<file path="src/hw/rtl/pscd_pkg.sv">
// ============================================================================
// pscd_pkg
// Shared types, widths and opcodes of the point set centroid block.
// ============================================================================
`default_nettype none

package pscd_pkg;

    localparam int MAX_POINTS = 1024;
    localparam int COORD_BITS = 16;
    localparam int ADDR_BITS  = $clog2(MAX_POINTS);
    localparam int CNT_BITS   = ADDR_BITS + 1;
    localparam int SUM_BITS   = COORD_BITS + CNT_BITS;
    localparam int DIST_BITS  = 17;
    localparam int QDEPTH     = 4;
    localparam int QPTR_BITS  = $clog2(QDEPTH);

    typedef enum logic [0:0] {
        OP_ADD    = 1'b0,
        OP_FINISH = 1'b1
    } op_t;

    // One command from the front part to the back part.
    typedef struct packed {
        op_t                          op;
        logic signed [COORD_BITS-1:0] x;
        logic signed [COORD_BITS-1:0] y;
    } cmd_t;

    typedef enum logic [3:0] {
        ST_IDLE,
        ST_DIVX,
        ST_DIVY,
        ST_RD,
        ST_DIFF,
        ST_SQR,
        ST_ROOT,
        ST_ACC,
        ST_MEAN,
        ST_E2,
        ST_MSQ,
        ST_VROOT,
        ST_VWAIT,
        ST_OUT
    } state_t;

endpackage

`default_nettype wire

</file>
<file path="src/hw/rtl/pscd_divider.sv">
// ============================================================================
// pscd_divider
// Unsigned restoring divider, one quotient bit per cycle.
// ============================================================================
`default_nettype none

module pscd_divider
    import pscd_pkg::*;
(
    input  wire logic                clk,
    input  wire logic                rst_n,
    input  wire logic                start,
    input  wire logic [47:0]         dividend,
    input  wire logic [CNT_BITS-1:0] divisor,
    output logic                     done,
    output logic [47:0]              quotient
);

    logic [47:0]         quo_reg;
    logic [CNT_BITS:0]   rem_reg;
    logic [CNT_BITS-1:0] dvs_reg;
    logic [5:0]          cnt_reg;
    logic                busy_reg;
    logic [CNT_BITS:0]   trial;

    assign trial    = {rem_reg[CNT_BITS-1:0], quo_reg[47]};
    assign quotient = quo_reg;
    assign done     = !busy_reg;

    // One shift and subtract step per cycle.
    always_ff @(posedge clk or negedge rst_n)
    begin
        if (!rst_n)
        begin
            busy_reg <= 1'b0;
            cnt_reg  <= '0;
        end
        else if (start)
        begin
            busy_reg <= 1'b1;
            cnt_reg  <= 6'd47;
        end
        else if (busy_reg)
        begin
            cnt_reg <= cnt_reg - 1'b1;
            if (cnt_reg == '0)
            begin
                busy_reg <= 1'b0;
            end
        end
    end

    always_ff @(posedge clk)
    begin
        if (start)
        begin
            quo_reg <= dividend;
            rem_reg <= '0;
            dvs_reg <= divisor;
        end
        else if (busy_reg)
        begin
            if (trial >= {1'b0, dvs_reg})
            begin
                rem_reg <= trial - {1'b0, dvs_reg};
                quo_reg <= {quo_reg[46:0], 1'b1};
            end
            else
            begin
                rem_reg <= trial;
                quo_reg <= {quo_reg[46:0], 1'b0};
            end
        end
    end

endmodule

`default_nettype wire

</file>
<file path="config.mk">
export PLATFORM = sky130hd
export DESIGN_NAME = pscd_divider
export DESIGN_NICKNAME = d
export VERILOG_FILES = /design/src/hw/rtl/pscd_pkg.sv /design/src/hw/rtl/pscd_divider.sv
export SDC_FILE = /design/constraint.sdc
export NUM_CORES = 1
export LEC_CHECK = 0
export BUFFER_PORTS_ARGS = -buffer_cell sky130_fd_sc_hd__buf_4
export CORE_MARGIN = 4
export CORE_UTILIZATION = 55
export CTS_CLUSTER_SIZE = 8
export DETAILED_ROUTE_END_ITERATION = 10
export PLACE_DENSITY = 0.84
export SLEW_MARGIN = 20
export SYNTH_ARGS = -nofsm -noshare
export SYNTH_HDL_FRONTEND = slang
export SYNTH_SLANG_ARGS = --single-unit
</file>
<file path="constraint.sdc">
create_clock -name clk -period 3.7 [get_ports clk]
set_input_delay 0.555 -clock clk [delete_from_list [all_inputs] [get_ports clk]]
set_output_delay 0.555 -clock clk [all_outputs]
set_load 0.01 [all_outputs]
</file>
==> metrics.txt <==
outcome=completed; layout cells sized above 1=0.459; number of fill cells=481; Setup violations, final=0; H-tree levels=3; Synth Instances=284; total power=2.69 mW; clock share of power=0.237; vias in the first global route=2,924; Detailed Place HPWL=6.24 mm; CTS tree=built; Worst Setup Start Kind=flip-flop; hold path cells=1; worst slew pin tran=0.866 ns; initial antenna violation count=0; Synth area leader=edfxtp_1; port buffer count=110; Net Sw Power=0.855 mW; core box area=6760 um^2; most numerous cell in the Yosys netlist=edfxtp_1; drt total wl=8.50 mm; largest net degree at the start of global routing=71; diode count=0; Post-Syn Nets=360; Layout area overhead=28.9%; WP data required=3.96 ns; top post-synthesis cells by area=edfxtp_1, mux2_2, dfxtp_1, dfrtp_1, ha_1; sw frac=0.318; Setup Skew=0.0143 ns; Post-synth top cells=edfxtp_1, mux2_2, nor2_1, inv_1, nand2_1; share of the synthesized area in the top cell type=0.465; PD cells=548 nW/um^2; GRT overflow=0; drt drc=0; FMAX=394 MHz; Synthesis Warnings=0; mean post-synth cell area=13.4 um^2; Crit Path Max Fanout=15; die height=91.2 um; Post-synth EDFFs=59; RSZ-0062 raised after global routing=no; Resized cells post-CTS=0; Seq/Total Area, Yosys=0.569; CTS Root Cell=clkbuf_8; Pleak=2.07 nW; starting density of the core=0.564; drt via density=5.51; part of the power in registers=0.428; final hold vios=0; first-pass GRT wire length=14.2 mm; Arrival @ worst endpoint=2.80 ns; GP Congestion=0.847; Synth cell types=49; Max-Cap Viols=0; clk sinks=77; die width=91.2 um; Crit Path Category=flip-flop to flip-flop; max reg flops=48; via count=2,661; Slew Viols, Final=0; clock slew at reported path FFs=0.08 ns; Combinational Power Share=0.335; All-Layer GR Usage=0.218; Hold Crit Class=input pin to flip-flop; final worst-path cycle share=0.687; Post-synth ARST share=0.0909; R2R cell count=9; Setup crit end kind=flip-flop; post-synthesis cell area=3810 um^2; Core Rows=30; TritonCTS buffer count=9; Max VDD drop=0.000293 V; Post-synth top flop=edfxtp_1; CTS Buffer Depth=2; TNS Setup=0 ns; drt first pass iters=4; min Tclk post-route=2.54 ns; worst-skew pair later-pin latency=0.35 ns; Initial DRC Count=111; Post-DRT Antenna Nets=0; Slew HR=0.423; I/O pin total=111; P_int=1.83 mW; mean routed wirelength per cell=17.6 um; FF+latch count, synth=77; nets=474; total die area=8320 um^2
[cell usage in the layout, fill, tap and decap left out, types with 6 or more instances in the layout]
cell type,n
buf_4,114
dfrtp_1,7
o21ai_0,8
mux2_2,48
nand2_1,15
ha_1,13
dfxtp_1,11
edfxtp_1,59
a21oi_1,6
mux2i_1,6
inv_1,16
a211oi_1,6
clkbuf_8,9
nor2_1,17
xnor2_1,8
[timing repair]
action / 4_1_cts / 5_1_grt
hold endpoints to repair: 4 / 0
buffers inserted: 0 / 0
hold buffers: 1 / 0
[power groups by stage]
stage | logic [mW] | registers (mW) | clock network [mW]
3_3_place_gp | 0.863 | 1.17 | 0
3_5_place_dp | 0.895 | 1.17 | 0
4_1_cts | 0.902 | 1.15 | 0.642
2_1_floorplan | 0.640 | 1.18 | 0
6_report | 0.899 | 1.15 | 0.637
5_1_grt | 0.997 | 1.17 | 0.688
[logic make-up after synthesis]
logic type	after synthesis	synth area share
fa+ha+maj	14	0.0480
xor+xnor	10	0.0230
mux	54	0.158
buf+inv	29	0.0325
simple gates	58	0.0828
flops	77	0.569
compound gates	42	0.0871
[metal layers]
metal  wire length [um]  up-vias  global-route usage
li1                   -     1291                   -
met2               4320       85               0.365
met4                108        0              0.0766
met1               3340     1274               0.261
met3                728       11              0.0754
met5                  0        -                   0
[critical path, stage by stage (launching register included)]
cell      delay, ns
edfxtp_1       0.38
inv_1          0.06
ha_1           0.22
fa_1           0.41
nor2b_1        0.16
o31a_1         0.19
o21ai_2        0.14
o21ai_4        0.45
o31ai_1        0.18
a311oi_2       0.27
[final timing paths]
check	from	to	slack (ns)
max	quotient[47]	rem_reg[10]	1.16
min	divisor[9]	dvs_reg[9]	0.38
max reg2reg	quotient[47]	rem_reg[10]	1.16
min reg2reg	rem_reg[4]	rem_reg[4]	0.51
max in group asynchronous	rst_n	cnt_reg[1]	3.02
min in group asynchronous	rst_n	cnt_reg[3]	0.55
[metrics by stage]
stage	instances	utilization	area [um^2]	hold WS [ns]	setup slack, ns
global route	483	0.727	4910	0.361	0.940
global placement	466	0.697	4710	0.370	1.29
CTS	483	0.727	4910	0.367	1.17
detailed placement	466	0.697	4710	0.374	1.18
finish	483	0.727	4910	0.381	1.16
floorplan	284	-	3810	0.259	1.26
[area by class of cell]
class                   count  area, um^2  share of cell area
clock buffers              11         131              0.0268
clock inverters             5        61.3              0.0125
inverters                  17        63.8              0.0130
multi-input cells         178        1520               0.310
flip-flops and latches     77        2170               0.441
well taps                  80         100              0.0204
repair buffers            115         866               0.176
No activity file was read; power rests on OpenSTA's default activity.
