## config.mk

```make
export PLATFORM = sky130hd
export DESIGN_NAME = pscd_cmd_queue
export DESIGN_NICKNAME = d
export VERILOG_FILES = /design/src/hw/rtl/pscd_pkg.sv /design/src/hw/rtl/pscd_cmd_queue.sv
export SDC_FILE = /design/constraint.sdc
export NUM_CORES = 1
export LEC_CHECK = 0
export ABC_AREA = 0
export BUFFER_PORTS_ARGS = -buffer_cell sky130_fd_sc_hd__buf_2
export CAP_MARGIN = 20
export CELL_PAD_IN_SITES_DETAIL_PLACEMENT = 1
export CELL_PAD_IN_SITES_GLOBAL_PLACEMENT = 1
export CORE_AREA = 2 2 104 106
export CTS_BUF_LIST = sky130_fd_sc_hd__clkbuf_4 sky130_fd_sc_hd__clkbuf_8
export DETAILED_ROUTE_END_ITERATION = 8
export DIE_AREA = 0 0 106 108
export GPL_TIMING_DRIVEN = 0
export PLACE_DENSITY = 0.89
export SLEW_MARGIN = 15
export SYNTH_ARGS = -nofsm -noshare
export SYNTH_HDL_FRONTEND = slang
export SYNTH_SLANG_ARGS = --single-unit
```

## constraint.sdc

```tcl
create_clock -name clk -period 2.39 [get_ports clk]
set_input_delay 0.1195 -clock clk [delete_from_list [all_inputs] [get_ports clk]]
set_output_delay 0.1195 -clock clk [all_outputs]
set_load 0.01 [all_outputs]
```

## src/hw/rtl/pscd_pkg.sv

```systemverilog
// ============================================================================
// pscd_pkg
// Shared types, widths and opcodes of the point set centroid block.
// ============================================================================
`default_nettype none

package pscd_pkg;

    localparam int MAX_POINTS = 1024;
    localparam int COORD_BITS = 16;
    localparam int ADDR_BITS  = $clog2(MAX_POINTS);
    localparam int CNT_BITS   = ADDR_BITS + 1;
    localparam int SUM_BITS   = COORD_BITS + CNT_BITS;
    localparam int DIST_BITS  = 17;
    localparam int QDEPTH     = 4;
    localparam int QPTR_BITS  = $clog2(QDEPTH);

    typedef enum logic [0:0] {
        OP_ADD    = 1'b0,
        OP_FINISH = 1'b1
    } op_t;

    // One command from the front part to the back part.
    typedef struct packed {
        op_t                          op;
        logic signed [COORD_BITS-1:0] x;
        logic signed [COORD_BITS-1:0] y;
    } cmd_t;

    typedef enum logic [3:0] {
        ST_IDLE,
        ST_DIVX,
        ST_DIVY,
        ST_RD,
        ST_DIFF,
        ST_SQR,
        ST_ROOT,
        ST_ACC,
        ST_MEAN,
        ST_E2,
        ST_MSQ,
        ST_VROOT,
        ST_VWAIT,
        ST_OUT
    } state_t;

endpackage

`default_nettype wire

```

## src/hw/rtl/pscd_cmd_queue.sv

```systemverilog
// ============================================================================
// pscd_cmd_queue
// Short queue of commands between the front and back parts.
// ============================================================================
`default_nettype none

module pscd_cmd_queue
    import pscd_pkg::*;
(
    input  wire logic clk,
    input  wire logic rst_n,
    input  wire logic wr_en,
    input  cmd_t      wr_data,
    output logic      full,
    input  wire logic rd_en,
    output cmd_t      rd_data,
    output logic      empty
);

    cmd_t                 mem_reg [QDEPTH];
    logic [QPTR_BITS-1:0] wptr_reg, rptr_reg;
    logic [QPTR_BITS:0]   cnt_reg;

    assign full    = (cnt_reg == (QPTR_BITS+1)'(QDEPTH));
    assign empty   = (cnt_reg == '0);
    assign rd_data = mem_reg[rptr_reg];

    // Storage is written without reset.
    always_ff @(posedge clk)
    begin
        if (wr_en && !full)
        begin
            mem_reg[wptr_reg] <= wr_data;
        end
    end

    // Pointers and fill count.
    always_ff @(posedge clk or negedge rst_n)
    begin
        if (!rst_n)
        begin
            wptr_reg <= '0;
            rptr_reg <= '0;
            cnt_reg  <= '0;
        end
        else
        begin
            if (wr_en && !full)
            begin
                wptr_reg <= wptr_reg + 1'b1;
            end
            if (rd_en && !empty)
            begin
                rptr_reg <= rptr_reg + 1'b1;
            end
            cnt_reg <= cnt_reg + (QPTR_BITS+1)'(wr_en && !full)
                               - (QPTR_BITS+1)'(rd_en && !empty);
        end
    end

endmodule

`default_nettype wire

```

==> flow_summary_export.csv, run 1 <==
group,metric,value,unit
layout,fin_nets,387,
setup_path,regToRegSetupSlack,150,ps
setup_path,crit_path_cell_trace,"o31ai_2, inv_1, ha_1, inv_1, ha_1, fa_1, xnor2_1, xnor2_1",
timing,fmaxAchievable,447.3,MHz
clocking,tritoncts_clock_tree,"yes",
hold_path,holdCritPathClass,"input pin to flip-flop",
floorplanning,chipHeight,108,microns
timing,final_critical_path_setup_slack,154.2,ps
drt,routed_via_density,5.224,
synthesis,ys_warn_count,0,
layout,largest_reg_flops,132,
timing,timing.final.hold_violations,0,
synthesis,ys_seq_elements,139,
setup_path,regToRegEndpoint,"cnt_reg[2]",
synthesis,synthMostInstantiatedCell,"sky130_fd_sc_hd__edfxtp_1",
grt,grt_max_degree,27,
flow_run,timing.max_cap.violations,0,
synthesis,ys.flop_type,"sky130_fd_sc_hd__edfxtp_1",
pwr,total_leakage_power,2.375,nW
clocking,cts-root-buf,"sky130_fd_sc_hd__clkbuf_8",
setup_path,crit_required,2700,ps
placed_design,number_of_port_buffers,71,
clocking,clkSlewWorstSetupHoldPaths,70,ps
layout,fillers,865,
placed_design,hpwlAfterDp,6.103,mm
setup_path,startpoint_type,"flip-flop",
timing,setup_repair_after_global_routing_missed_its_margin,"false",
grt,grt_pass1_wl,15.15,mm
synthesis,syn_nets,258,
synthesis,yosysTopAreaCell,"sky130_fd_sc_hd__edfxtp_1",
pwr,worst_ir_drop_vdd,0.0006006,V
grt,grt-ovfl-total,0,
setup_path,crit_path_max_incr_delay,470,ps
floorplanning,initial_utilization,0.5167,
setup_path,timing.critical_path.depth,8,
clocking,cts_setup_buffers,0,
layout,drive_gt1_frac,0.4185,
hold_path,min-delay-start,"wr_en",
clocking,cts_num_sinks,139,
drt,route.final.wire_length,9.521,mm
synthesis,edff_count_synth,132,
timing,worst-slew-pin-transition,551.7,ps
placed_design,gp_routability_congestion,0.7605,
synthesis,ys_async_sr_fraction,0.05036,
drt,first_iter_violations,87,
synthesis,synth_largest_type_area_fraction,0.7498,
grt,total_global_routing_track_utilization,0.1855,
setup_path,crit_path_category,"flip-flop to flip-flop",
setup_path,top_cell_family_by_delay_on_the_critical_path,"adder cells",
setup_path,timing.critical_path.fanout_max,7,
clocking,cts_buffer_count,17,
synthesis,post_synth_inst_count,214,
timing,fin_tns_setup,0,ps
grt,grt_pass1_vias,2804,
pwr,pwr_density_cell,1151,mW/mm^2
status,status,"finished, final reports clean",
drt,postRouteAntennaNets,0,
clocking,worst_skew_pair.late_latency,430,ps
clocking,clock_path_buffers,2,
timing,maxSlewViolCount,0,
setup_path,worst_path_cell_with_the_longest_stage_delay,"sky130_fd_sc_hd__dfrtp_1",
hold_path,holdPathEnd,"wptr_reg[0]",
drt,firstDrtPassIters,4,
hold_path,timing.hold.worst_path_depth,3,
synthesis,syn_area_per_cell,24.70,sq um
synthesis,mappedNetlistArea,0.005286,sq mm
floorplanning,die_width,106,microns
setup_path,worst_r2r_path_depth,8,
timing,setup_viol,0,
timing,share_of_the_clock_period_used_by_the_worst_path,0.9355,
synthesis,synth_sequential_area_ratio,0.7830,
setup_path,worstSetupEndpointType,"flip-flop",
floorplanning,die-area,0.01145,sq mm
grt,number_of_antenna_violations_at_the_first_check_in_global_routing,0,
floorplanning,io_pins,72,
floorplanning,design.core.area,0.01023,sq mm
synthesis,yosys-top-cells-count,"sky130_fd_sc_hd__edfxtp_1, sky130_fd_sc_hd__mux4_2, sky130_fd_sc_hd__dfrtp_1",
synthesis,post_synth_num_cell_types,20,
layout,area.sequential,0.004139,sq mm
layout,area_growth,25.63,%
timing,worst_slew_margin_rel,0.6322,
layout,multi_input_area,0.001044,sq mm
clocking,htree_num_levels,4,
setup_path,critical_path_arrival,2550,ps
timing,clock_skew,5.783,ps
pwr,finalPower,7.641,mW
drt,drcViolationCount,0,
timing,fin_crit,2236,ps
synthesis,synthTopCellsByArea,"sky130_fd_sc_hd__edfxtp_1, sky130_fd_sc_hd__mux4_2, sky130_fd_sc_hd__dfrtp_1, sky130_fd_sc_hd__mux4_1, sky130_fd_sc_hd__ha_1",
floorplanning,row_count,37,
placed_design,dp_worst_setup_slack,52.60,ps
setup_path,total_buffers_and_inverters_traversed_by_the_critical_path,2,
setup_path,rr_startpoint,"cnt_reg[1]",
layout,num_antenna_cells,0,
drt,num_vias,2570,
drt,wire_per_inst,19.35,microns
kinds of logic (layout without fill, tap and decap cells):
family,after synthesis,after routing,share of synthesized area
flops,139,139,0.7830
fa+ha+maj,7,7,0.01799
mux,33,33,0.1441
simple gates,13,13,0.02083
xor+xnor,4,4,0.006627
compound gates,4,4,0.005917
buf+inv,14,156,0.02154
cell usage in the layout (no fill, tap or decap):
cell	Yosys	routed
sky130_fd_sc_hd__nor3_1	1	1
sky130_fd_sc_hd__inv_8	0	1
sky130_fd_sc_hd__nor3b_4	1	1
sky130_fd_sc_hd__xnor2_1	4	4
sky130_fd_sc_hd__clkinv_2	0	5
sky130_fd_sc_hd__buf_16	0	3
sky130_fd_sc_hd__ha_1	6	6
sky130_fd_sc_hd__clkbuf_8	0	17
sky130_fd_sc_hd__o31ai_2	0	1
sky130_fd_sc_hd__clkbuf_4	0	1
sky130_fd_sc_hd__nand2b_1	4	4
sky130_fd_sc_hd__edfxtp_1	132	132
sky130_fd_sc_hd__nand2_1	1	1
sky130_fd_sc_hd__buf_12	3	4
sky130_fd_sc_hd__inv_1	6	6
sky130_fd_sc_hd__dlygate4sd3_1	0	35
sky130_fd_sc_hd__and3b_2	0	4
sky130_fd_sc_hd__buf_2	4	75
sky130_fd_sc_hd__dfrtp_1	7	7
sky130_fd_sc_hd__o211ai_1	2	2
sky130_fd_sc_hd__fa_1	1	1
sky130_fd_sc_hd__clkinv_4	0	5
sky130_fd_sc_hd__o311ai_0	1	1
sky130_fd_sc_hd__mux4_2	28	28
sky130_fd_sc_hd__nand4bb_1	2	2
sky130_fd_sc_hd__clkinvlp_4	0	2
sky130_fd_sc_hd__buf_6	1	1
sky130_fd_sc_hd__mux4_1	5	5
sky130_fd_sc_hd__bufinv_16	0	1
tightest hold or removal path: stages:
cell,delay (ps)
sky130_fd_sc_hd__buf_2,140
sky130_fd_sc_hd__nand2b_1,70
sky130_fd_sc_hd__o211ai_1,80
worst max-delay path by stage:
stage,slack [ps],endpoint,from
finish,150,cnt_reg[2],cnt_reg[1]
global route,50,cnt_reg[2],cnt_reg[1]
CTS,30,cnt_reg[2],cnt_reg[0]
detailed placement,50,cnt_reg[2],cnt_reg[0]
global placement,-210,mem_reg[0][12],cnt_reg[2]
floorplan,320,cnt_reg[2],cnt_reg[1]
final cells by class:
cell class	instances	share of cell area
clock inverter	14	0.01884
clock buffer	18	0.03636
tap	136	0.02562
buffer	8	0.01375
multi-input combinational	61	0.1571
inverter	6	0.003391
timing repair buffer	110	0.1217
sequential	139	0.6232
metal layers:
layer | part of all wire | global-route usage
met3 | 0.032 | 0.04822
met5 | 0 | 0
met4 | 0.012 | 0.07049
met1 | 0.44 | 0.2390
met2 | 0.52 | 0.3088
repair_timing:
action | CTS | global route
gates resized for setup | 0 | 1
hold buffers | 34 | 1
setup endpoints to repair | 0 | 1
hold endpoints to repair | 139 | 1
power by group:
| group | internal, mW | switching (mW) |
|---|---|---|
| registers | 3.22 | 0.176 |
| clock network | 0.836 | 0.881 |
| logic | 1.28 | 1.25 |
metrics by stage:
stage | utilization | instance area (sq um) | instances | hold WS (ps)
floorplan | - | 5286 | 214 | -176.1
global route | 0.6491 | 6641 | 492 | 37.78
detailed placement | 0.5786 | 5919 | 425 | -37.99
finish | 0.6491 | 6641 | 492 | 29.07
global placement | 0.5681 | 5812 | 421 | -39.22
CTS | 0.6477 | 6626 | 491 | 6.412
Power figures use the tool's default switching activity.
==> run 2, diff against run 1 <==
--- a/config.mk
+++ b/config.mk
@@ -10,12 +10,12 @@
 export CAP_MARGIN = 20
 export CELL_PAD_IN_SITES_DETAIL_PLACEMENT = 1
 export CELL_PAD_IN_SITES_GLOBAL_PLACEMENT = 1
-export CORE_AREA = 2 2 104 106
+export CORE_AREA = 2 2 102 104
 export CTS_BUF_LIST = sky130_fd_sc_hd__clkbuf_4 sky130_fd_sc_hd__clkbuf_8
 export DETAILED_ROUTE_END_ITERATION = 8
-export DIE_AREA = 0 0 106 108
+export DIE_AREA = 0 0 104 106
 export GPL_TIMING_DRIVEN = 0
-export PLACE_DENSITY = 0.89
+export PLACE_DENSITY = 0.91
 export SLEW_MARGIN = 15
 export SYNTH_ARGS = -nofsm -noshare
 export SYNTH_HDL_FRONTEND = slang
==> constraint.sdc (replaced) <==
create_clock -name clk -period 2.9 [get_ports clk]
set_input_delay 0.145 -clock clk [delete_from_list [all_inputs] [get_ports clk]]
set_output_delay 0.145 -clock clk [all_outputs]
set_load 0.01 [all_outputs]
==> run 2 against run 1 <==
Clock skew is 1.8 ps higher. Critical path depth unchanged. Count of clock-buffer cells in the layout is 1 lower. Final cell count is 0.41% lower. Total power down 17%. Non-clock buffer count fell by 1. Routed wire length up 5.9%. Via count rose by 2.1%. Critical endpoint unchanged. Largest power group unchanged.
==> flow_summary_export.csv, run 2 (same netlist as run 1, synthesis figures left out) <==
group,metric,value,unit
timing,fin_tns_setup,0,ps
timing,maxSlewViolCount,0,
timing,setup_viol,0,
layout,layout_commonest_cell,"sky130_fd_sc_hd__edfxtp_1",
pwr,netSwitchingPower,1.882,mW
pwr,netSwitchingFraction,0.2978,
layout,num_antenna_cells,0,
timing,share_of_the_clock_period_used_by_the_worst_path,0.7915,
clocking,htree_num_levels,4,
layout,fin_nets,386,
clocking,cts-root-buf,"sky130_fd_sc_hd__clkbuf_8",
placed_design,gp_routability_congestion,0.7030,
clocking,cts_num_sinks,139,
floorplanning,chipHeight,106,microns
floorplanning,row_count,37,
placed_design,number_of_port_buffers,71,
floorplanning,die-area,0.01102,sq mm
timing,fin_worst_hold_slack,57.18,ps
drt,route.final.wire_length,10.09,mm
timing,fin_crit,2295,ps
timing,setup_repair_after_global_routing_missed_its_margin,"false",
placed_design,hpwlAfterDp,6.343,mm
grt,grt-ovfl-total,0,
floorplanning,io_pins,72,
setup_path,worst_r2r_path_depth,8,
drt,first_iter_violations,92,
hold_path,min-delay-start,"wr_en",
flow_run,timing.max_cap.violations,0,
timing,fmaxAchievable,435.7,MHz
grt,grt_pass1_wl,15.95,mm
pwr,power.combinational.fraction,0.328,
pwr,total_leakage_power,2.363,nW
grt,grt_max_degree,29,
floorplanning,die_width,104,microns
setup_path,crit_required,3250,ps
setup_path,crit_path_category,"flip-flop to flip-flop",
timing,clock_skew,7.584,ps
layout,drive_gt1_frac,0.4124,
drt,firstDrtPassIters,5,
clocking,clock_path_buffers,2,
pwr,share_seq_of_total_power,0.445,
drt,wire_per_inst,20.58,microns
timing,timing.final.hold_violations,0,
drt,num_vias,2624,
drt,routed_via_density,5.355,
drt,drcViolationCount,0,
clocking,cts_buffer_count,17,
floorplanning,design.core.area,0.01000,sq mm
clocking,worst_skew_pair.late_latency,430,ps
drt,postRouteAntennaNets,0,
grt,number_of_antenna_violations_at_the_first_check_in_global_routing,0,
status,status,"finished, final reports clean",
clocking,cts_resized,0,
layout,layout_common_cells,"sky130_fd_sc_hd__edfxtp_1, sky130_fd_sc_hd__buf_2, sky130_fd_sc_hd__dlygate4sd3_1, sky130_fd_sc_hd__mux4_2, sky130_fd_sc_hd__clkbuf_8",
layout,largest_reg_flops,132,
setup_path,regToRegSetupSlack,600,ps
setup_path,rr_startpoint,"cnt_reg[1]",
layout,stdcell_area,0.006616,sq mm
pwr,internal_power,4.437,mW
clocking,tritoncts_clock_tree,"yes",
clocking,clkSlewWorstSetupHoldPaths,70,ps
pwr,worst_ir_drop_vdd,0.0004967,V
setup_path,critical_path_arrival,2640,ps
timing,worst_slew_margin_rel,0.6286,
hold_path,holdCritPathClass,"input pin to flip-flop",
grt,total_global_routing_track_utilization,0.1975,
setup_path,timing.critical_path.fanout_max,7,
timing,worst-slew-pin-transition,557.0,ps
setup_path,regToRegEndpoint,"cnt_reg[2]",
placed_design,placed_area,0.005912,sq mm
setup_path,worstSetupEndpointType,"flip-flop",
grt,grt_pass1_vias,2963,
pwr,pwr_density_cell,955.0,mW/mm^2
hold_path,timing.hold.worst_path_depth,3,
hold_path,holdPathEnd,"wptr_reg[1]",
floorplanning,initial_utilization,0.5287,
layout,area_growth,25.16,%
pwr,pwr-share-clk,0.227,
setup_path,startpoint_type,"flip-flop",
-- run 2: critical path, stage by stage, from the launching register on --
cell and delay (ps):
sky130_fd_sc_hd__dfrtp_1 470, sky130_fd_sc_hd__o31ai_1 430, sky130_fd_sc_hd__inv_1 100, sky130_fd_sc_hd__ha_1 290
sky130_fd_sc_hd__inv_1 40, sky130_fd_sc_hd__ha_1 180, sky130_fd_sc_hd__fa_1 370, sky130_fd_sc_hd__xnor2_1 180
sky130_fd_sc_hd__xnor2_1 140
-- run 2: repair_timing --
action,CTS,global route
hold endpoints to repair,139,0
buffers inserted,0,0
hold buffers,34,0
-- run 2: how the worst max path moves through the flow --
stage | cells after the start | start | slack (ps) | endpoint
final | 8 | cnt_reg[1] | 600 | cnt_reg[2]
after global routing | 8 | cnt_reg[0] | 500 | cnt_reg[2]
after CTS | 8 | cnt_reg[1] | 610 | cnt_reg[2]
after detailed placement | 8 | cnt_reg[1] | 630 | cnt_reg[2]
after global placement | 2 | cnt_reg[2] | 360 | mem_reg[2][12]
after floorplan | 8 | cnt_reg[1] | 830 | cnt_reg[2]
-- run 2: metrics by stage --
stage / worst slack, ps / power [mW] / std cells / util
after global placement: 360.8 / 4.751 / 421 / 0.5812
final: 604.7 / 6.319 / 490 / 0.6617
after floorplan: 828.4 / 4.142 / 214 / -
after detailed placement: 632.5 / 4.918 / 425 / 0.5912
after global routing: 499.5 / 6.613 / 490 / 0.6617
after CTS: 613.5 / 6.389 / 490 / 0.6617
-- run 2: layout make-up --
cell class                      instances  area, sq um
Buffer                                  8        91.34
Clock buffer                           17        234.0
Clock inverter                         14        130.1
Fill cell                             883         3383
Inverter                                6        22.52
Multi-Input combinational cell         61         1039
Sequential cell                       139         4139
Tap cell                              136        170.2
Timing Repair Buffer                  109        790.8
-- run 2: per-layer routing --
| layer | part of all wire | up-vias | track usage |
|---|---|---|---|
| li1 | - | 1159 | - |
| met5 | 0 | - | 0 |
| met2 | 0.55 | 76 | 0.3468 |
| met4 | 0.017 | 0 | 0.09266 |
| met3 | 0.036 | 15 | 0.04476 |
| met1 | 0.40 | 1374 | 0.2332 |
-- run 2: power groups by stage --
stage          clock network, mW  logic, mW  registers, mW
4_1_cts                     1.47       2.11           2.81
3_3_place_gp                   0       1.92           2.83
3_5_place_dp                   0       2.06           2.85
2_1_floorplan                  0       1.35           2.80
6_report                    1.44       2.07           2.81
5_1_grt                     1.54       2.23           2.84
