**config.mk**
```make
export PLATFORM = sky130hd
export DESIGN_NAME = pscd_sqrt
export DESIGN_NICKNAME = d
export VERILOG_FILES = /design/src/hw/rtl/pscd_pkg.sv /design/src/hw/rtl/pscd_sqrt.sv
export SDC_FILE = /design/constraint.sdc
export NUM_CORES = 1
export LEC_CHECK = 0
export BUFFER_PORTS_ARGS = -buffer_cell sky130_fd_sc_hd__clkbuf_2
export CAP_MARGIN = 20
export CORE_ASPECT_RATIO = 1.2
export CORE_MARGIN = 8
export CORE_UTILIZATION = 60
export CTS_CLUSTER_DIAMETER = 40
export DETAILED_ROUTE_END_ITERATION = 16
export PLACE_DENSITY_LB_ADDON = 0.1
export SYNTH_ARGS = -nofsm -noshare
export SYNTH_HDL_FRONTEND = slang
export SYNTH_SLANG_ARGS = --single-unit
```
**constraint.sdc**
```tcl
create_clock -name clk -period 7 [get_ports clk]
set_input_delay 1.4 -clock clk [delete_from_list [all_inputs] [get_ports clk]]
set_output_delay 1.4 -clock clk [all_outputs]
set_load 0.01 [all_outputs]
```
**src/hw/rtl/pscd_pkg.sv**
```systemverilog
// ============================================================================
// pscd_pkg
// Shared types, widths and opcodes of the point set centroid block.
// ============================================================================
`default_nettype none

package pscd_pkg;

    localparam int MAX_POINTS = 1024;
    localparam int COORD_BITS = 16;
    localparam int ADDR_BITS  = $clog2(MAX_POINTS);
    localparam int CNT_BITS   = ADDR_BITS + 1;
    localparam int SUM_BITS   = COORD_BITS + CNT_BITS;
    localparam int DIST_BITS  = 17;
    localparam int QDEPTH     = 4;
    localparam int QPTR_BITS  = $clog2(QDEPTH);

    typedef enum logic [0:0] {
        OP_ADD    = 1'b0,
        OP_FINISH = 1'b1
    } op_t;

    // One command from the front part to the back part.
    typedef struct packed {
        op_t                          op;
        logic signed [COORD_BITS-1:0] x;
        logic signed [COORD_BITS-1:0] y;
    } cmd_t;

    typedef enum logic [3:0] {
        ST_IDLE,
        ST_DIVX,
        ST_DIVY,
        ST_RD,
        ST_DIFF,
        ST_SQR,
        ST_ROOT,
        ST_ACC,
        ST_MEAN,
        ST_E2,
        ST_MSQ,
        ST_VROOT,
        ST_VWAIT,
        ST_OUT
    } state_t;

endpackage

`default_nettype wire

```
**src/hw/rtl/pscd_sqrt.sv**
```systemverilog
// ============================================================================
// pscd_sqrt
// Floor square root of a 48-bit value, one result bit per cycle.
// ============================================================================
`default_nettype none

module pscd_sqrt
    import pscd_pkg::*;
(
    input  wire logic        clk,
    input  wire logic        rst_n,
    input  wire logic        start,
    input  wire logic [47:0] radicand,
    output logic             done,
    output logic [23:0]      root
);

    logic [47:0] val_reg;
    logic [23:0] res_reg;
    logic [4:0]  cnt_reg;
    logic        busy_reg;
    logic [47:0] cand;
    logic [47:0] bitv;

    assign bitv = 48'd1 << {cnt_reg, 1'b0};
    assign cand = {res_reg, 24'd0} >> (5'd23 - cnt_reg) | bitv;
    assign root = res_reg;
    assign done = !busy_reg;

    // Decide one root bit per cycle, from the top.
    always_ff @(posedge clk or negedge rst_n)
    begin
        if (!rst_n)
        begin
            busy_reg <= 1'b0;
            cnt_reg  <= '0;
        end
        else if (start)
        begin
            busy_reg <= 1'b1;
            cnt_reg  <= 5'd23;
        end
        else if (busy_reg)
        begin
            cnt_reg <= cnt_reg - 1'b1;
            if (cnt_reg == '0)
            begin
                busy_reg <= 1'b0;
            end
        end
    end

    // cand = (res << (cnt+1)) + 4^cnt; accept when it fits under val.
    always_ff @(posedge clk)
    begin
        if (start)
        begin
            val_reg <= radicand;
            res_reg <= '0;
        end
        else if (busy_reg)
        begin
            if (val_reg >= cand)
            begin
                val_reg <= val_reg - cand;
                res_reg <= res_reg | (24'd1 << cnt_reg);
            end
        end
    end

endmodule

`default_nettype wire
```
==> results of run 1 <==
## worst min-delay path by stage
stage,from,to,slack [ns],cells past startpoint
3_5_place_dp,root[1],root[1],0.50,1
2_1_floorplan,root[3],root[3],0.51,1
5_1_grt,root[5],root[5],0.53,1
4_1_cts,root[1],root[1],0.51,1
6_report,root[1],root[1],0.50,1
3_3_place_gp,root[1],root[1],0.49,1
## cell usage in the layout (no fill, tap or decap), types with 24 or more instances in the layout
master,Yosys,final
edfxtp_1,48,48
a21o_1,28,28
nor2_1,62,62
xnor2_1,26,26
o21ai_0,81,81
mux2i_1,27,27
dfxtp_1,24,24
clkbuf_2,0,74
nand2_1,147,147
ha_1,53,53
a21oi_1,78,78
## metal layers
layer	wire, um	vias up	global-route usage
li1	-	3525	-
met1	9508	3495	0.3464
met2	11170	355	0.4607
met3	1872	66	0.04533
met4	950	0	0.1321
met5	0	-	0
## critical path, delay by kind of cell (launching register included)
family	cells	cell delay [ns]
AOI/OAI and AO/OA	8	1.89
and+or+nand+nor	7	1.00
DFF	1	0.88
buffers and inverters	2	0.85
muxes	2	0.55
adders and majority gates	1	0.25
## power by group through the flow
stage               Sequential (mW)  Clock (mW)  Combinational, mW
floorplan                     0.787           0               1.68
CTS                           0.813       0.485               2.15
finish                        0.814       0.482               2.18
global route                  0.829       0.498               2.39
detailed placement            0.822           0               2.13
global placement              0.816           0               2.05
## area by class of cell
type	count	area [um^2]
sequential	78	2072
clock inverter	6	45.04
tap	164	205.2
timing repair buffer	84	442.9
clock buffer	10	250.2
multi-input combinational	776	5235
fill	1116	4185
inverter	17	63.81
## cells by family (layout without fill, tap and decap cells)
group	count (synthesis)	count (layout)	share of synthesized area
DFF	78	78	0.2726
buffers and inverters	76	117	0.03868
adders and majority gates	54	54	0.08988
and+or+nand+nor	316	316	0.1909
AOI/OAI and AO/OA	317	317	0.2765
muxes	47	47	0.08296
xor gates and xnor gates	42	42	0.04839
==> summary.txt, run 1 <==
Timing
  • Tmin final: 5.865 ns
  • Peak Freq: 170.5 MHz
  • Clock Skew: 0.008099 ns
  • RSZ-0062 raised after global routing: false
  • Hold Fails Final Rpt: 0
  • Max-slew violation count: 0
  • Final setup viols: 0
  • Slew HR: 0.4056
  • Final period util: 0.8378
  • Worst hold margin: 0.5037 ns
  • Setup ws final: 1.135 ns
  • Post-route setup TNS: 0 ns
  • Least-Margin Pin Slew: 0.8904 ns

Routing
  • WL/cell: 20.70 um
  • Drt pass-1 iters: 5
  • Post-route ant nets: 0
  • Post-Route WL: 23500 um
  • Routed vias/inst: 6.556
  • Residual DRC count: 0
  • Via count: 7441
  • 1st-iter DRT viols: 672

Power and ir drop
  • Peak VDD IR: 300.8 uV
  • Sw Ratio: 0.4619
  • PwrDens: 418.0 nW/um^2
  • Seq pwr share: 0.234
  • Psw: 1.605 mW
  • Clock share of power: 0.139
  • Lkg Pwr: 3.420 nW
  • Gate power share: 0.627
  • Final Power: 3.475 mW
  • Int Pwr: 1.870 mW

Logic synthesis
  • Post-synth top area share: 0.1896
  • Register area share after synthesis: 0.2726
  • Most frequent cell after synthesis: nand2_1
  • Cell Area, Synth: 7601 um^2
  • EDFF count, synth: 48
  • Synthesized instance count: 930
  • Yosys reg bits: 78
  • Synth async-reset ratio: 0.07692
  • Top cells by area, synth: edfxtp_1, ha_1, nand2_1
  • Yosys top cell by area: edfxtp_1
  • Ys Warns: 0
  • Mapped Nets: 1035
  • Mean post-synth cell area: 8.173 um^2
  • Synth Flop Type: edfxtp_1
  • Synth cell count leaders: nand2_1, o21ai_0, a21oi_1, nor2_1, ha_1
  • Post-synth cell types: 84

Worst setup path
  • Worst-path fanout max: 48
  • Crit path kind: flip-flop to flip-flop
  • CP Cell Sequence: buf_4, mux2i_1, nand2_1, o31a_1, mux2_2, nor2_1, a21oi_1, nor2_1, nor3_1, a31oi_1, ha_1, nand4_1, nor2_1, a221oi_4, o21bai_1, a21oi_2, o211a_1, o31ai_4, or2_2, buf_4
  • WP data arrival: 5.85 ns
  • R2R setup slack: 1.14 ns
  • Crit path to: val_reg[1]
  • Worst path max stage delay: 0.88 ns
  • WP data required: 6.98 ns
  • Crit path launch: cnt_reg[0]
  • Worst Setup Start Kind: flip-flop
  • Slowest CP cell: dfrtp_1
  • CP most frequent cell: nor2_1
  • Reg2Reg Depth: 20
  • Reg-to-reg endpoint: val_reg[1]
  • Crit Reg-Reg Startpoint: cnt_reg[0]
  • Critical path endpoint category: flip-flop

Clock network
  • Cts hold-fix bufs: 0
  • Post-CTS sizing: 0
  • Clk slew on worst S/H paths: 0.07 ns
  • Post-CTS Setup Bufs: 0
  • Clock Latency Late Sink: 0.35 ns
  • Root Driver: clkbuf_16
  • Htree depth: 3
  • CTS tree: yes
  • CTS Buf Count: 9
  • CTS sink count: 78
  • Longest Clk Path Bufs: 2

Die
  • Die ar.: 16540 um^2
  • Die width: 118.7 um
  • Initial Util: 0.6081
  • Core Region: 12500 um^2
  • Die height: 139.3 um
  • FP Rows: 45
  • I/O pin count: 76

Place
  • DP Cell Count: 1119
  • Dpl cell area: 8019 um^2
  • Port Buf Inserts: 75
  • Pre-CTS setup slack: 1.212 ns
  • Routability cong.: 0.9672
  • Post-DP HPWL: 17920 um

Final layout
  • Post-Route Utilization: 0.6652
  • N_diodes: 0
  • Layout cells sized above 1: 0.1545
  • Non-Filler Instances: 1135
  • Largest register FFs: 48
  • Layout Area Growth over Synthesis: 9.383%
  • Final Instance Area: 8314 um^2
  • Nets@finish: 1071

Global route
  • Initial antenna violation count: 0
  • Largest net degree at the start of global routing: 70
  • First-pass GRT wire length: 37670 um
  • GRT Residual Overflow: 0
  • Vias in the first global route: 7277
  • All-Layer GR Usage: 0.2784

Hold path
  • Hold WC Path Type: flip-flop to flip-flop

Job
  • Max Cap Violations: 0

Outcome
  • Outcome: finished clean
Note: power is estimated with default switching activity, not from simulation.
==> run 2: changes to the inputs <==
--- a/config.mk
+++ b/config.mk
@@ -5,11 +5,12 @@
 export SDC_FILE = /design/constraint.sdc
 export NUM_CORES = 1
 export LEC_CHECK = 0
+export ABC_AREA = 1
 export BUFFER_PORTS_ARGS = -buffer_cell sky130_fd_sc_hd__clkbuf_2
 export CAP_MARGIN = 20
 export CORE_ASPECT_RATIO = 1.2
 export CORE_MARGIN = 8
-export CORE_UTILIZATION = 60
+export CORE_UTILIZATION = 56
 export CTS_CLUSTER_DIAMETER = 40
 export DETAILED_ROUTE_END_ITERATION = 16
 export PLACE_DENSITY_LB_ADDON = 0.1
==> constraint.sdc (replaced) <==
create_clock -name clk -period 4.9 [get_ports clk]
set_input_delay 0.98 -clock clk [delete_from_list [all_inputs] [get_ports clk]]
set_output_delay 0.98 -clock clk [all_outputs]
set_load 0.01 [all_outputs]
==> run 2 against run 1 <==
Compared with the run above: register-to-register slack got worse by 0.39 ns; highest routed layer unchanged; critical path type unchanged; final area rose by 16%; synthesized area rose by 17%; die area rose by 22%; largest power group unchanged; non-clock buffer count rose by 5; via count rose by 29%.
==> summary.txt, run 2 <==
Worst setup path
  • CP bufs+invs: 4
  • Worst-path fanout max: 48
  • Crit path kind: flip-flop to flip-flop
  • Top delay family on crit path: simple AND/OR/NAND/NOR gates
  • WP data required: 4.93 ns
  • Critical path endpoint category: flip-flop
  • CP Cell Sequence: nor2_1, clkinv_1, buf_4, nor2_1, nor2_1, o21ai_0, inv_1, ha_1, nand2_1, nor2_2, nand2_1, nor3b_2, nand3_2, nand4_4, nand2_1, nand2_2, buf_12
  • Worst Setup Start Kind: flip-flop
  • WP data arrival: 4.18 ns
  • Slowest CP cell: dfrtp_1
  • Worst path max stage delay: 0.66 ns

Clock network
  • Cts hold-fix bufs: 0
  • CTS sink count: 78
  • Longest Clk Path Bufs: 2
  • Post-CTS sizing: 0
  • Post-CTS Setup Bufs: 0
  • Clk slew on worst S/H paths: 0.08 ns
  • Htree depth: 3
  • CTS tree: yes
  • Clock Latency Late Sink: 0.36 ns
  • Root Driver: clkbuf_16
  • CTS Buf Count: 9

Outcome
  • Outcome: finished clean

Power and ir drop
  • Peak VDD IR: 353.4 uV
  • Lkg Pwr: 4.539 nW
  • PwrDens: 578.4 nW/um^2

Die
  • Core Region: 15580 um^2
  • Die width: 130.9 um
  • Die height: 153.9 um
  • I/O pin count: 76
  • Initial Util: 0.5694
  • FP Rows: 50
  • Die ar.: 20140 um^2

Timing
  • Post-route setup TNS: 0 ns
  • Peak Freq: 240.8 MHz
  • Max-slew violation count: 0
  • Final period util: 0.8477
  • RSZ-0062 raised after global routing: false
  • Slew HR: 0.3366
  • Final setup viols: 0
  • Setup ws final: 0.7464 ns
  • Least-Margin Pin Slew: 0.9951 ns
  • Hold Fails Final Rpt: 0
  • Clock Skew: 0.01260 ns
  • Tmin final: 4.154 ns

Routing
  • Drt pass-1 iters: 6
  • DR WL met2: 14580 um
  • Post-route ant nets: 0
  • Met3 WL: 1752 um
  • WL met1: 12490 um
  • WL/cell: 17.86 um
  • Residual DRC count: 0
  • Top sig layer: met4
  • Via count: 9576
  • Post-Route WL: 30450 um
  • Routed vias/inst: 5.616
  • 1st-iter DRT viols: 845

Job
  • Max Cap Violations: 0

Logic synthesis
  • Mux contribution to synthesized area: 0.01580
  • Synth Flop Type: edfxtp_1
  • Mean post-synth cell area: 6.164 um^2
  • Xor/xnor share of the synthesized area: 0.005925
  • Synth cell count leaders: nand2_1, inv_1, nor2_1, o21ai_0, nand3_1
  • Synth async-reset ratio: 0.07692
  • Compound-Gate Fraction of Synth Area: 0.1610
  • Post-synth cell types: 50
  • Mapped Nets: 1544
  • Synth Area in Simple Gates: 0.3929
  • Synthesized instance count: 1439
  • Cell Area, Synth: 8870 um^2
  • Post-Synth Adder-Cell Area: 0.07702
  • Top cells by area, synth: nand2_1, edfxtp_1, inv_1
  • Yosys reg bits: 78
  • Register area share after synthesis: 0.2336
  • Post-synth top area share: 0.2019
  • EDFF count, synth: 48
  • Most frequent cell after synthesis: nand2_1
  • Largest family of logic cells by synthesized area: simple AND/OR/NAND/NOR gates
  • Yosys top cell by area: nand2_1
  • Ys Warns: 0

Place
  • Port Buf Inserts: 75
  • Pre-CTS setup slack: 0.8651 ns
  • Post-DP HPWL: 24840 um
  • Routability cong.: 1.021

Final layout
  • N_diodes: 0
  • FILL cells: 1540
  • Layout cells sized above 1: 0.1396
  • Commonest non-fill, non-tap cell in the layout: nand2_1
  • Layout Area Growth over Synthesis: 9.014%
  • Nets@finish: 1597
  • Post-Route Utilization: 0.6207
  • Most frequent cells in the layout: nand2_1, inv_1, nor2_1, o21ai_0, nand3_1
  • Largest register FFs: 48

Global route
  • Largest net degree at the start of global routing: 56
  • Vias in the first global route: 9360
  • First-pass GRT wire length: 48050 um
  • All-Layer GR Usage: 0.3075
  • Initial antenna violation count: 0
  • GRT Residual Overflow: 0

Hold path
  • Hold WC Path Type: input port to async pin
[run 2: cell types whose count changed after synthesis, moves of 23 or more]
cell,change
a21o_1,-25
clkbuf_1,-30
inv_1,+165
nand2_1,+330
nand3_1,+61
nor2_1,+65
o21ai_0,+28
o2bb2ai_1,-23
[run 2: final cells by class]
class / instances / area [um^2] / area share
clock inverter: 7 / 85.08 / 0.008799
inverter: 194 / 728.2 / 0.07531
sequential: 78 / 2072 / 0.2143
clock buffer: 9 / 225.2 / 0.02329
tap: 208 / 260.3 / 0.02692
timing repair buffer: 89 / 508.0 / 0.05254
multi-input combinational: 1120 / 5791 / 0.5989
[run 2: cells by family after synthesis]
kind of cell / after synthesis
AOI/OAI and AO/OA: 253
buffers and inverters: 241
DFF: 78
xor gates and xnor gates: 6
and+or+nand+nor: 793
adders and majority gates: 54
muxes: 14
[run 2: metrics by stage]
| step | hold slack (ns) | instance area [um^2] | cells | power [mW] |
|---|---|---|---|---|
| global route | 0.4385 | 9669 | 1705 | 6.067 |
| CTS | 0.4334 | 9669 | 1705 | 5.523 |
| global placement | 0.4833 | 9359 | 1689 | 4.725 |
| detailed placement | 0.4834 | 9359 | 1689 | 4.769 |
| floorplan | 0.4975 | 8870 | 1439 | 3.852 |
| finish | 0.4345 | 9669 | 1705 | 5.593 |
[run 2: worst paths after layout]
check	start	endpoint	slack [ns]	cells after the start
max in group asynchronous	rst_n	cnt_reg[1]	4.31	1
hold reg to reg	root[22]	root[22]	0.49	2
setup / recovery	cnt_reg[3]	val_reg[30]	0.75	17
min in group clk	root[22]	root[22]	0.49	2
setup reg to reg	cnt_reg[3]	val_reg[30]	0.75	17
hold / removal	rst_n	cnt_reg[0]	0.43	1
[run 2: layer usage]
| layer | GRT usage | up-vias |
|---|---|---|
| li1 | - | 4774 |
| met1 | 0.3713 | 4318 |
| met2 | 0.5077 | 386 |
| met3 | 0.04464 | 98 |
| met4 | 0.1742 | 0 |
| met5 | 0 | - |
[run 2: report_power, final]
part	switching (mW)	internal (mW)
logic	2.49	1.22
clock network	0.332	0.409
registers	0.113	1.03
[run 2: worst reg2reg max path, stage by stage, from the launching register on]
cell,delay (ns)
dfrtp_1,0.66
nor2_1,0.37
clkinv_1,0.13
buf_4,0.22
nor2_1,0.36
nor2_1,0.10
o21ai_0,0.10
inv_1,0.09
ha_1,0.39
nand2_1,0.14
nor2_2,0.16
nand2_1,0.10
nor3b_2,0.26
nand3_2,0.13
nand4_4,0.12
nand2_1,0.06
nand2_2,0.10
buf_12,0.30
==> run 3: changes to the inputs <==
--- a/config.mk
+++ b/config.mk
@@ -10,7 +10,7 @@
 export CAP_MARGIN = 20
 export CORE_ASPECT_RATIO = 1.2
 export CORE_MARGIN = 8
-export CORE_UTILIZATION = 56
+export CORE_UTILIZATION = 60
 export CTS_CLUSTER_DIAMETER = 40
 export DETAILED_ROUTE_END_ITERATION = 16
 export PLACE_DENSITY_LB_ADDON = 0.1
==> constraint.sdc (replaced) <==
create_clock -name clk -period 4.2 [get_ports clk]
set_input_delay 0.84 -clock clk [delete_from_list [all_inputs] [get_ports clk]]
set_output_delay 0.84 -clock clk [all_outputs]
set_load 0.01 [all_outputs]
==> run 3 against run 2 <==
Compared with the run above: sequential power rose by 18%; final area rose by 1.6%; clock-buffer cell count rose by 2; clock skew fell by 0.0040 ns; register-to-register slack got worse by 0.56 ns; sequential cell count did not move; via count rose by 3.3%; critical path depth rose by 3; non-clock buffer count rose by 12; worst setup slack got worse by 0.56 ns.
==> summary.txt, run 3 (synthesis gave the netlist of run 2 again) <==
Final layout
  • Nets@finish: 1609
  • N_diodes: 0
  • FILL cells: 1354
  • Largest register FFs: 48
  • Non-Filler Instances: 1684
  • Layout Area Growth over Synthesis: 10.79%
  • Commonest non-fill, non-tap cell in the layout: nand2_1
  • Layout cells sized above 1: 0.1504
  • Final Instance Area: 9827 um^2
  • Most frequent cells in the layout: nand2_1, inv_1, nor2_1, o21ai_0, nand3_1
  • Post-Route Utilization: 0.6818

Worst setup path
  • CP Cell Sequence: inv_2, buf_4, ha_1, nand2_1, nor2_1, a31o_2, ha_1, inv_1, fa_1, nand2_1, nand2_1, nand3_2, nand2_2, nand2_1, nand2_2, nand2_2, nand4_4, nand2_1, nand2_2, clkbuf_16
  • CP bufs+invs: 4
  • Crit path kind: flip-flop to flip-flop
  • Worst Setup Start Kind: flip-flop
  • Slowest CP cell: fa_1
  • WP data arrival: 4.12 ns
  • WP data required: 4.31 ns
  • Critical path endpoint category: flip-flop
  • CP most frequent cell: nand2_1
  • Top delay family on crit path: simple AND/OR/NAND/NOR gates
  • Worst path max stage delay: 0.42 ns
  • Worst-path fanout max: 25

Clock network
  • Post-CTS Setup Bufs: 0
  • CTS sink count: 78
  • CTS tree: yes
  • Htree depth: 3
  • Clock Latency Late Sink: 0.36 ns
  • Root Driver: clkbuf_16
  • Longest Clk Path Bufs: 2
  • CTS Buf Count: 9
  • Clk slew on worst S/H paths: 0.07 ns
  • Post-CTS sizing: 0
  • Cts hold-fix bufs: 0

Timing
  • Setup ws final: 0.1899 ns
  • Max-slew violation count: 0
  • Peak Freq: 249.4 MHz
  • Final setup viols: 0
  • Tmin final: 4.010 ns
  • Post-route setup TNS: 0 ns
  • Clock Skew: 0.008610 ns
  • Slew HR: 0.3680
  • Least-Margin Pin Slew: 0.9480 ns
  • Hold Fails Final Rpt: 0
  • Final period util: 0.9548
  • RSZ-0062 raised after global routing: false
  • Worst hold margin: 0.2884 ns

Power and ir drop
  • Lkg Pwr: 4.635 nW
  • Clock share of power: 0.143
  • Peak VDD IR: 398.7 uV
  • Int Pwr: 3.280 mW
  • Sw Ratio: 0.5147
  • Gate power share: 0.658
  • Psw: 3.478 mW
  • Final Power: 6.758 mW
  • Seq pwr share: 0.198
  • PwrDens: 687.7 nW/um^2

Outcome
  • Outcome: finished clean

Die
  • Die height: 149.2 um
  • Initial Util: 0.6154
  • Core Region: 14410 um^2
  • Die ar.: 18950 um^2
  • FP Rows: 48
  • Die width: 127.0 um
  • I/O pin count: 76

Place
  • Port Buf Inserts: 75
  • Routability cong.: 1.037
  • Pre-CTS setup slack: 0.3064 ns
  • Dpl cell area: 9393 um^2
  • DP Cell Count: 1666
  • Post-DP HPWL: 25140 um

Global route
  • GRT Residual Overflow: 0
  • Vias in the first global route: 9241
  • First-pass GRT wire length: 48130 um
  • Initial antenna violation count: 0
  • Largest net degree at the start of global routing: 56
  • All-Layer GR Usage: 0.3241

Routing
  • Post-Route WL: 31200 um
  • WL/cell: 18.53 um
  • Residual DRC count: 0
  • Drt pass-1 iters: 6
  • Routed vias/inst: 5.872
  • Post-route ant nets: 0
  • Via count: 9888
  • 1st-iter DRT viols: 1025

Job
  • Max Cap Violations: 0

Hold path
  • Hold WC Path Type: input port to async pin
## run 3: changes by cell type in the layout (fill, tap and decap cells not counted), moves of 3 or more
cell	change
o21ai_1	+13
buf_4	+9
o21ai_2	+3
inv_6	-4
clkbuf_16	+4
o21ai_0	-16
## run 3: routing by layer
metal  part of all wire  global-route usage
met5                  0                   0
met4              0.067              0.2259
met3              0.080             0.04649
met2               0.47              0.5349
met1               0.39              0.3828
## run 3: final cells by class
type	instances	area (um^2)	area share
repair buffers	101	636.9	0.06481
clock buffers	11	275.3	0.02801
inverters	194	728.2	0.07410
flip-flops and latches	78	2073	0.2110
clock inverters	5	83.83	0.008531
well taps	175	219.0	0.02228
multi-input cells	1120	5811	0.5913
## run 3: final timing paths
| path | startpoint | endpoint | slack, ns | depth (start not counted) |
|---|---|---|---|---|
| setup / recovery | cnt_reg[1] | val_reg[35] | 0.19 | 20 |
| hold / removal | rst_n | cnt_reg[3] | 0.29 | 1 |
| setup reg to reg | cnt_reg[1] | val_reg[35] | 0.19 | 20 |
| hold reg to reg | root[15] | root[15] | 0.50 | 2 |
| max in group asynchronous | rst_n | cnt_reg[0] | 3.75 | 1 |
| min in group clk | root[15] | root[15] | 0.50 | 2 |
## run 3: power by group through the flow
stage | registers [mW] | logic (mW) | clock network [mW]
final | 1.34 | 4.45 | 0.969
after global routing | 1.35 | 4.94 | 0.992
after CTS | 1.33 | 4.29 | 0.963
after detailed placement | 1.35 | 4.25 | 0
after global placement | 1.34 | 4.19 | 0
after floorplan | 1.28 | 3.21 | 0
